===== src/hdl/biou_pkg.sv =====
package biou_pkg;

    localparam int COORD_W = 17;   // signed Q12.4 corner
    localparam int EXT_W   = 17;   // clamped overlap extent, unsigned Q.4
    localparam int AREA_W  = 32;   // unsigned Q24.8 area
    localparam int SUM_W   = 33;   // a_area + b_area
    localparam int INTER_W = 34;   // w * h, unsigned Q.8
    localparam int UNI_W   = 35;   // signed union
    localparam int REM_W   = 33;   // divider remainder, below the divisor whenever the quotient is used
    localparam int QUOT_W  = 16;   // quotient bits when the ratio is below one
    localparam int RATIO_W = 17;   // Q0.16 with room for 1.0

    localparam logic [RATIO_W-1:0] RATIO_ONE = RATIO_W'(65536);

    typedef struct packed {
        logic valid;
        logic undef;   // union zero or negative
        logic sat;     // intersection >= union, ratio clips at 1.0
    } t_div_ctl;

endpackage


===== src/hdl/biou_overlap.sv =====
module biou_overlap (
    input  logic                                i_clk,
    input  logic                                i_rst_n,
    input  logic                                i_valid,
    input  logic signed [biou_pkg::COORD_W-1:0] i_a_left,
    input  logic signed [biou_pkg::COORD_W-1:0] i_a_top,
    input  logic signed [biou_pkg::COORD_W-1:0] i_a_right,
    input  logic signed [biou_pkg::COORD_W-1:0] i_a_bottom,
    input  logic        [biou_pkg::AREA_W-1:0]  i_a_area,
    input  logic signed [biou_pkg::COORD_W-1:0] i_b_left,
    input  logic signed [biou_pkg::COORD_W-1:0] i_b_top,
    input  logic signed [biou_pkg::COORD_W-1:0] i_b_right,
    input  logic signed [biou_pkg::COORD_W-1:0] i_b_bottom,
    input  logic        [biou_pkg::AREA_W-1:0]  i_b_area,
    output logic                                o_valid,
    output logic        [biou_pkg::INTER_W-1:0] o_inter,
    output logic        [biou_pkg::SUM_W-1:0]   o_area_sum
);
    import biou_pkg::*;

    logic signed [COORD_W-1:0] lo_x, hi_x, lo_y, hi_y;
    logic signed [COORD_W:0]   dx, dy;
    logic        [EXT_W-1:0]   n_w, n_h;
    logic        [SUM_W-1:0]   n_sum;

    logic                 r_v1, r_v2;
    logic [EXT_W-1:0]     r_w, r_h;
    logic [SUM_W-1:0]     r_sum1, r_sum2;
    logic [INTER_W-1:0]   r_inter;

    always_comb begin
        lo_x = (i_a_left > i_b_left) ? i_a_left : i_b_left;
        hi_x = (i_a_right < i_b_right) ? i_a_right : i_b_right;
        lo_y = (i_a_top > i_b_top) ? i_a_top : i_b_top;
        hi_y = (i_a_bottom < i_b_bottom) ? i_a_bottom : i_b_bottom;
        dx   = {hi_x[COORD_W-1], hi_x} - {lo_x[COORD_W-1], lo_x};
        dy   = {hi_y[COORD_W-1], hi_y} - {lo_y[COORD_W-1], lo_y};
        // negative extent clamps to zero; positive extent fits in 17 bits
        n_w  = dx[COORD_W] ? '0 : dx[EXT_W-1:0];
        n_h  = dy[COORD_W] ? '0 : dy[EXT_W-1:0];
        n_sum = SUM_W'(i_a_area) + SUM_W'(i_b_area);
    end

    always_ff @(posedge i_clk) begin
        if (!i_rst_n) begin
            r_v1 <= 1'b0;
            r_v2 <= 1'b0;
        end else begin
            r_v1 <= i_valid;
            r_v2 <= r_v1;
        end
        r_w     <= n_w;
        r_h     <= n_h;
        r_sum1  <= n_sum;
        r_inter <= INTER_W'(r_w) * INTER_W'(r_h);
        r_sum2  <= r_sum1;
    end

    assign o_valid    = r_v2;
    assign o_inter    = r_inter;
    assign o_area_sum = r_sum2;

endmodule


===== src/hdl/biou_union.sv =====
module biou_union (
    input  logic                                i_clk,
    input  logic                                i_rst_n,
    input  logic                                i_valid,
    input  logic [biou_pkg::INTER_W-1:0]        i_inter,
    input  logic [biou_pkg::SUM_W-1:0]          i_area_sum,
    output biou_pkg::t_div_ctl                  o_ctl,
    output logic [biou_pkg::REM_W-1:0]          o_rem,
    output logic [biou_pkg::REM_W-1:0]          o_div
);
    import biou_pkg::*;

    logic               r_v3;
    logic [UNI_W-1:0]   r_uni;
    logic [INTER_W-1:0] r_inter3;

    t_div_ctl           r_ctl;
    t_div_ctl           n_ctl;
    logic [REM_W-1:0]   r_rem, r_div;

    always_comb begin
        n_ctl.valid = r_v3;
        n_ctl.undef = r_uni[UNI_W-1] || (r_uni == '0);
        n_ctl.sat   = !n_ctl.undef && (r_inter3 >= r_uni[INTER_W-1:0]);
    end

    always_ff @(posedge i_clk) begin
        if (!i_rst_n) begin
            r_v3        <= 1'b0;
            r_ctl.valid <= 1'b0;
        end else begin
            r_v3  <= i_valid;
            r_ctl <= n_ctl;
        end
        r_uni    <= {2'b00, i_area_sum} - {1'b0, i_inter};
        r_inter3 <= i_inter;
        // below the union whenever the divider result is used
        r_rem    <= r_inter3[REM_W-1:0];
        r_div    <= r_uni[REM_W-1:0];
    end

    assign o_ctl = r_ctl;
    assign o_rem = r_rem;
    assign o_div = r_div;

endmodule


===== src/hdl/biou_div_stage.sv =====
module biou_div_stage (
    input  logic                          i_clk,
    input  logic                          i_rst_n,
    input  biou_pkg::t_div_ctl            i_ctl,
    input  logic [biou_pkg::REM_W-1:0]    i_rem,
    input  logic [biou_pkg::REM_W-1:0]    i_div,
    input  logic [biou_pkg::QUOT_W-1:0]   i_quot,
    output biou_pkg::t_div_ctl            o_ctl,
    output logic [biou_pkg::REM_W-1:0]    o_rem,
    output logic [biou_pkg::REM_W-1:0]    o_div,
    output logic [biou_pkg::QUOT_W-1:0]   o_quot
);
    import biou_pkg::*;

    logic [REM_W:0]    shifted, diff;
    logic              ge;
    logic [REM_W-1:0]  n_rem;

    t_div_ctl          r_ctl;
    logic [REM_W-1:0]  r_rem, r_div;
    logic [QUOT_W-1:0] r_quot;

    // one restoring step: remainder stays below the divisor
    always_comb begin
        shifted = {i_rem, 1'b0};
        diff    = shifted - {1'b0, i_div};
        ge      = shifted >= {1'b0, i_div};
        n_rem   = ge ? diff[REM_W-1:0] : shifted[REM_W-1:0];
    end

    always_ff @(posedge i_clk) begin
        if (!i_rst_n) begin
            r_ctl.valid <= 1'b0;
        end else begin
            r_ctl <= i_ctl;
        end
        r_rem  <= n_rem;
        r_div  <= i_div;
        r_quot <= {i_quot[QUOT_W-2:0], ge};
    end

    assign o_ctl  = r_ctl;
    assign o_rem  = r_rem;
    assign o_div  = r_div;
    assign o_quot = r_quot;

endmodule


===== src/hdl/box_intersection_over_union.sv =====
// Pipeline: four front stages (overlap, multiply, union, flags), 16 quotient stages
// of one bit each, then the output register.
// Throughput: one beat per cycle; busy stays low and the result strobe cannot be held off.
// Reset: synchronous, active low; clears the valid bits of every stage, so no
// strobe follows reset until a new beat is accepted.
module box_intersection_over_union (
    input  logic                                i_clk,
    input  logic                                i_rst_n,
    input  logic                                start,
    output logic                                busy,
    input  logic signed [biou_pkg::COORD_W-1:0] i_a_left,
    input  logic signed [biou_pkg::COORD_W-1:0] i_a_top,
    input  logic signed [biou_pkg::COORD_W-1:0] i_a_right,
    input  logic signed [biou_pkg::COORD_W-1:0] i_a_bottom,
    input  logic        [biou_pkg::AREA_W-1:0]  i_a_area,
    input  logic signed [biou_pkg::COORD_W-1:0] i_b_left,
    input  logic signed [biou_pkg::COORD_W-1:0] i_b_top,
    input  logic signed [biou_pkg::COORD_W-1:0] i_b_right,
    input  logic signed [biou_pkg::COORD_W-1:0] i_b_bottom,
    input  logic        [biou_pkg::AREA_W-1:0]  i_b_area,
    output logic                                o_strobe,
    output logic        [biou_pkg::RATIO_W-1:0] o_overlap_ratio,
    output logic                                o_ratio_undefined
);
    import biou_pkg::*;

    logic               ov_valid;
    logic [INTER_W-1:0] ov_inter;
    logic [SUM_W-1:0]   ov_sum;

    t_div_ctl           s_ctl  [0:QUOT_W];
    logic [REM_W-1:0]   s_rem  [0:QUOT_W];
    logic [REM_W-1:0]   s_div  [0:QUOT_W];
    logic [QUOT_W-1:0]  s_quot [0:QUOT_W];

    logic               r_strobe;
    logic [RATIO_W-1:0] r_ratio;
    logic               r_undef;
    logic [RATIO_W-1:0] n_ratio;

    assign busy = 1'b0;

    biou_overlap u_overlap (
        .i_clk      (i_clk),
        .i_rst_n    (i_rst_n),
        .i_valid    (start && !busy),
        .i_a_left   (i_a_left),
        .i_a_top    (i_a_top),
        .i_a_right  (i_a_right),
        .i_a_bottom (i_a_bottom),
        .i_a_area   (i_a_area),
        .i_b_left   (i_b_left),
        .i_b_top    (i_b_top),
        .i_b_right  (i_b_right),
        .i_b_bottom (i_b_bottom),
        .i_b_area   (i_b_area),
        .o_valid    (ov_valid),
        .o_inter    (ov_inter),
        .o_area_sum (ov_sum)
    );

    biou_union u_union (
        .i_clk      (i_clk),
        .i_rst_n    (i_rst_n),
        .i_valid    (ov_valid),
        .i_inter    (ov_inter),
        .i_area_sum (ov_sum),
        .o_ctl      (s_ctl[0]),
        .o_rem      (s_rem[0]),
        .o_div      (s_div[0])
    );

    assign s_quot[0] = '0;

    for (genvar k = 0; k < QUOT_W; k++) begin : g_div
        biou_div_stage u_stage (
            .i_clk   (i_clk),
            .i_rst_n (i_rst_n),
            .i_ctl   (s_ctl[k]),
            .i_rem   (s_rem[k]),
            .i_div   (s_div[k]),
            .i_quot  (s_quot[k]),
            .o_ctl   (s_ctl[k+1]),
            .o_rem   (s_rem[k+1]),
            .o_div   (s_div[k+1]),
            .o_quot  (s_quot[k+1])
        );
    end

    always_comb begin
        priority if (s_ctl[QUOT_W].undef) begin
            n_ratio = '0;
        end else if (s_ctl[QUOT_W].sat) begin
            n_ratio = RATIO_ONE;
        end else begin
            n_ratio = {1'b0, s_quot[QUOT_W]};
        end
    end

    always_ff @(posedge i_clk) begin
        if (!i_rst_n) begin
            r_strobe <= 1'b0;
        end else begin
            r_strobe <= s_ctl[QUOT_W].valid;
        end
        r_ratio <= n_ratio;
        r_undef <= s_ctl[QUOT_W].undef;
    end

    assign o_strobe          = r_strobe;
    assign o_overlap_ratio   = r_ratio;
    assign o_ratio_undefined = r_undef;

endmodule

===== config.mk =====
export PLATFORM = sky130hd
export DESIGN_NAME = box_intersection_over_union
export DESIGN_NICKNAME = d
export VERILOG_FILES = /design/src/hdl/biou_pkg.sv /design/src/hdl/biou_overlap.sv /design/src/hdl/biou_union.sv /design/src/hdl/biou_div_stage.sv /design/src/hdl/box_intersection_over_union.sv
export SDC_FILE = /design/constraint.sdc
export NUM_CORES = 2
export LEC_CHECK = 0
export BUFFER_PORTS_ARGS = -buffer_cell sky130_fd_sc_hd__buf_2
export CAP_MARGIN = 25
export CORE_ASPECT_RATIO = 1.2
export CORE_MARGIN = 2
export CORE_UTILIZATION = 58
export DETAILED_ROUTE_END_ITERATION = 10
export PLACE_DENSITY_LB_ADDON = 0.25
export SYNTH_ARGS = -nofsm -noshare
export SYNTH_HDL_FRONTEND = slang
export SYNTH_HIERARCHICAL = 1
export SYNTH_SLANG_ARGS = --single-unit

===== constraint.sdc =====
create_clock -name i_clk -period 5.8 [get_ports i_clk]
set_input_delay 0.58 -clock i_clk [delete_from_list [all_inputs] [get_ports i_clk]]
set_output_delay 0.58 -clock i_clk [all_outputs]
set_load 0.02 [all_outputs]

==> load_flow_metrics.sql <==
INSERT INTO impl_metrics (metric_group, metric, value, unit) VALUES
('grt', 'maximum_number_of_pins_on_one_net_before_global_route_repair', '56', ''),
('critical_path', 'worst-endpoint-required', '6.47', 'ns'),
('synthesis', 'mappedNetlistNets', '10893', ''),
('timing', 'final-hold-violation-count', '0', ''),
('floorplan', 'chipWidth', '362', 'um'),
('final_layout', 'postLayoutCoreUtil', '63.9', '%'),
('run', 'maxCapViolations', '0', ''),
('floorplan', 'rows', '157', ''),
('timing', 'max_slew_margin', '25.9', '%'),
('detailed_routing', 'wirelength', '246000', 'um'),
('clock_tree', 'worstSkewPairLatency', '0.81', 'ns'),
('critical_path', 'crit_fanout', '6', ''),
('min_path', 'min_path_type', 'in -> reg', ''),
('place', 'hpwlAfterDp', '199000', 'um'),
('clock_tree', 'clkSlewWorstSetupHoldPaths', '0.06', 'ns'),
('detailed_routing', 'drc', '0', ''),
('final_layout', 'nFillCells', '12828', ''),
('detailed_routing', 'drt_iter0_markers', '4927', ''),
('floorplan', 'design.core.area', '153000', 'sq um'),
('timing', 'timing.final.setup_violations', '0', ''),
('timing', 'timing.final.crit_share', '97.5', '%'),
('place', 'place_inst', '11643', ''),
('detailed_routing', 'via_count', '70385', ''),
('synthesis', 'synthesis.area_per_instance', '9.28', 'sq um'),
('detailed_routing', 'dr.pass1.iters', '6', ''),
('timing', 'post-route-min-period', '5.65', 'ns'),
('detailed_routing', 'vias_per_cell', '5.90', ''),
('place', 'gp_congestion', '0.961', ''),
('timing', 'hold_slack', '0.123', 'ns'),
('clock_tree', 'cts_htree_levels', '4', ''),
('final_layout', 'synthToLayoutAreaGrowth', '9.37', '%'),
('floorplan', 'ios', '223', ''),
('floorplan', 'initial_core_util', '58.4', '%'),
('detailed_routing', 'wl_per_cell', '20.6', 'um'),
('critical_path', 'critical_path.cell_chain', 'buf_12, buf_4, and2_1, fa_1, inv_1, fa_1, fa_1, fa_1, inv_1, fa_1, inv_1, fa_1, inv_1, ha_4, a21oi_1, o21a_1, nor3b_4, a21oi_2, a2111oi_4, o21bai_1, xnor2_1', ''),
('timing', 'maxSlewViolCount', '0', ''),
('grt', 'grt_remaining_overflow', '0', ''),
('critical_path', 'start_kind', 'flip-flop', ''),
('clock_tree', 'cts_tree', 'built', ''),
('synthesis', 'post_synth_inst_count', '9611', ''),
('critical_path', 'critical_path_cell_with_the_highest_stage_delay', 'fa_1', ''),
('grt', 'globalRouteTotalUtil', '30.9', '%'),
('grt', 'number_of_antenna_violations_at_the_first_check_in_global_routing', '5', ''),
('final_layout', 'drive_gt1_share', '11.9', '%'),
('clock_tree', 'cts_buffer_depth', '3', ''),
('place', 'post-place-ws', '-0.234', 'ns'),
('grt', 'via_count_of_the_first_global_routing_pass', '70274', ''),
('critical_path', 'worstPathBufferInverterCount', '6', ''),
('timing', 'finClkSkew', '0.0337', 'ns'),
('critical_path', 'crit_arrival', '6.33', 'ns'),
('grt', 'grt_first_pass_wirelength', '385000', 'um'),
('timing', 'tightestPinTransition', '1.10', 'ns'),
('timing', 'timing.fmax', '177', 'MHz'),
('floorplan', 'chipHeight', '434', 'um'),
('critical_path', 'path_common_cell', 'fa_1', ''),
('synthesis', 'syn-cell-area', '89200', 'sq um'),
('status', 'run_status', 'finished clean', ''),
('final_layout', 'finish.cell_count_without_fillers', '11934', ''),
('clock_tree', 'clock_sink_count', '1468', ''),
('clock_tree', 'numCtsBuffers', '153', ''),
('critical_path', 'worst_setup_path_end_kind', 'flip-flop', ''),
('timing', 'postLayoutSetupSlackWorst', '0.146', 'ns'),
('critical_path', 'critical_path_class', 'reg -> reg', ''),
('final_layout', 'finalNetCount', '11101', ''),
('timing', 'grt_setup_unrepaired', 'yes', ''),
('clock_tree', 'cts_root_buf', 'clkbuf_16', ''),
('critical_path', 'slowest_delay', '0.55', 'ns'),
('critical_path', 'critical-path-top-delay-family', 'adder cells', ''),
('detailed_routing', 'ant_nets', '0', ''),
('synthesis', 'yosys_warnings', '6', ''),
('place', 'portBuffers', '221', ''),
('floorplan', 'floorplan.die_area', '157000', 'sq um');
what timing repair did:
action / CTS / global route
pin swaps: 2 / 27
hold buffers: 3 / 0
resized for setup: 12 / 67
setup endpoints to repair: 7 / 16
buffers inserted: 0 / 4
endpoints found under the hold margin: 2 / 0
gates cloned: 0 / 0
sequential cells by signal, summed over array words and instances, names as in the netlist:
signal,flops
g_div.u_stage/o_ctl,48
g_div.u_stage/o_div,495
g_div.u_stage/o_quot,136
g_div.u_stage/o_rem,495
o_overlap_ratio,17
o_ratio_undefined,1
o_strobe,1
u_overlap/o_area_sum,33
u_overlap/o_inter,34
u_overlap/o_valid,1
u_overlap/r_h,17
u_overlap/r_sum1,33
u_overlap/r_v1,1
u_overlap/r_w,17
u_union/o_ctl,3
u_union/o_div,33
u_union/o_rem,33
u_union/r_inter3,34
u_union/r_uni,35
u_union/r_v3,1
routing by layer:
metal | vias up | GRT usage [%] | share of wire, %
met5 | - | 0 | 0.013
met4 | 4 | 13.2 | 4.4
met3 | 527 | 4.82 | 5.2
met2 | 2052 | 53.7 | 48
met1 | 33843 | 37.9 | 42
li1 | 33959 | - | -
layout by cell type (no fill, tap or decap), types with 96 or more instances in the layout:
master and n:
a21o_1 248, a21oi_1 599, a31oi_1 102, and2_1 202
buf_2 221, buf_4 115, clkbuf_16 159, dfxtp_1 1414
fa_1 242, ha_1 827, inv_1 1111, mux2_2 96
mux2_4 285, nand2_1 727, nand2b_1 158, nand3_1 142
nand4_1 193, nor2_1 504, nor3_1 164, o211ai_1 194
o21a_1 158, o21ai_0 318, o31ai_1 124, xnor2_1 283
xor2_1 178
metrics by stage:
stage / setup TNS, ns / instance area [sq um]
2_1_floorplan: 0 / 89200
3_3_place_gp: -0.386 / 91700
3_5_place_dp: -0.664 / 91700
4_1_cts: 0 / 97200
5_1_grt: -0.203 / 97500
6_report: 0 / 97500
worst paths after layout:
| kind | slack, ns | cells after the start | to | from |
|---|---|---|---|---|
| setup / recovery | 0.15 | 21 | u_overlap/o_inter[33] | u_overlap/r_w[6] |
| hold / removal | 0.12 | 3 | u_overlap/r_sum1[31] | i_b_area[31] |
| setup reg to reg | 0.15 | 21 | u_overlap/o_inter[33] | u_overlap/r_w[6] |
| hold reg to reg | 0.32 | 0 | g_div[5].u_stage/o_quot[2] | g_div[4].u_stage/o_quot[1] |
area by class of cell:
| type | count | area, sq um | area share (%) |
|---|---|---|---|
| Multi-Input combinational cell | 6717 | 53400 | 54.8 |
| Antenna cell | 1 | 2.50 | 0.00257 |
| Clock buffer | 207 | 4440 | 4.55 |
| Sequential cell | 1468 | 29800 | 30.5 |
| Tap cell | 1987 | 2490 | 2.55 |
| Clock inverter | 75 | 952 | 0.976 |
| Inverter | 1129 | 4320 | 4.43 |
| Timing Repair Buffer | 350 | 2170 | 2.22 |
worst min-delay path, stage by stage:
cell and delay [ns]:
buf_2 0.08, ha_1 0.15, xor2_1 0.07
Power is not shown: default switching activity piles up to over one toggle a cycle in this logic, so the estimate is an artifact.
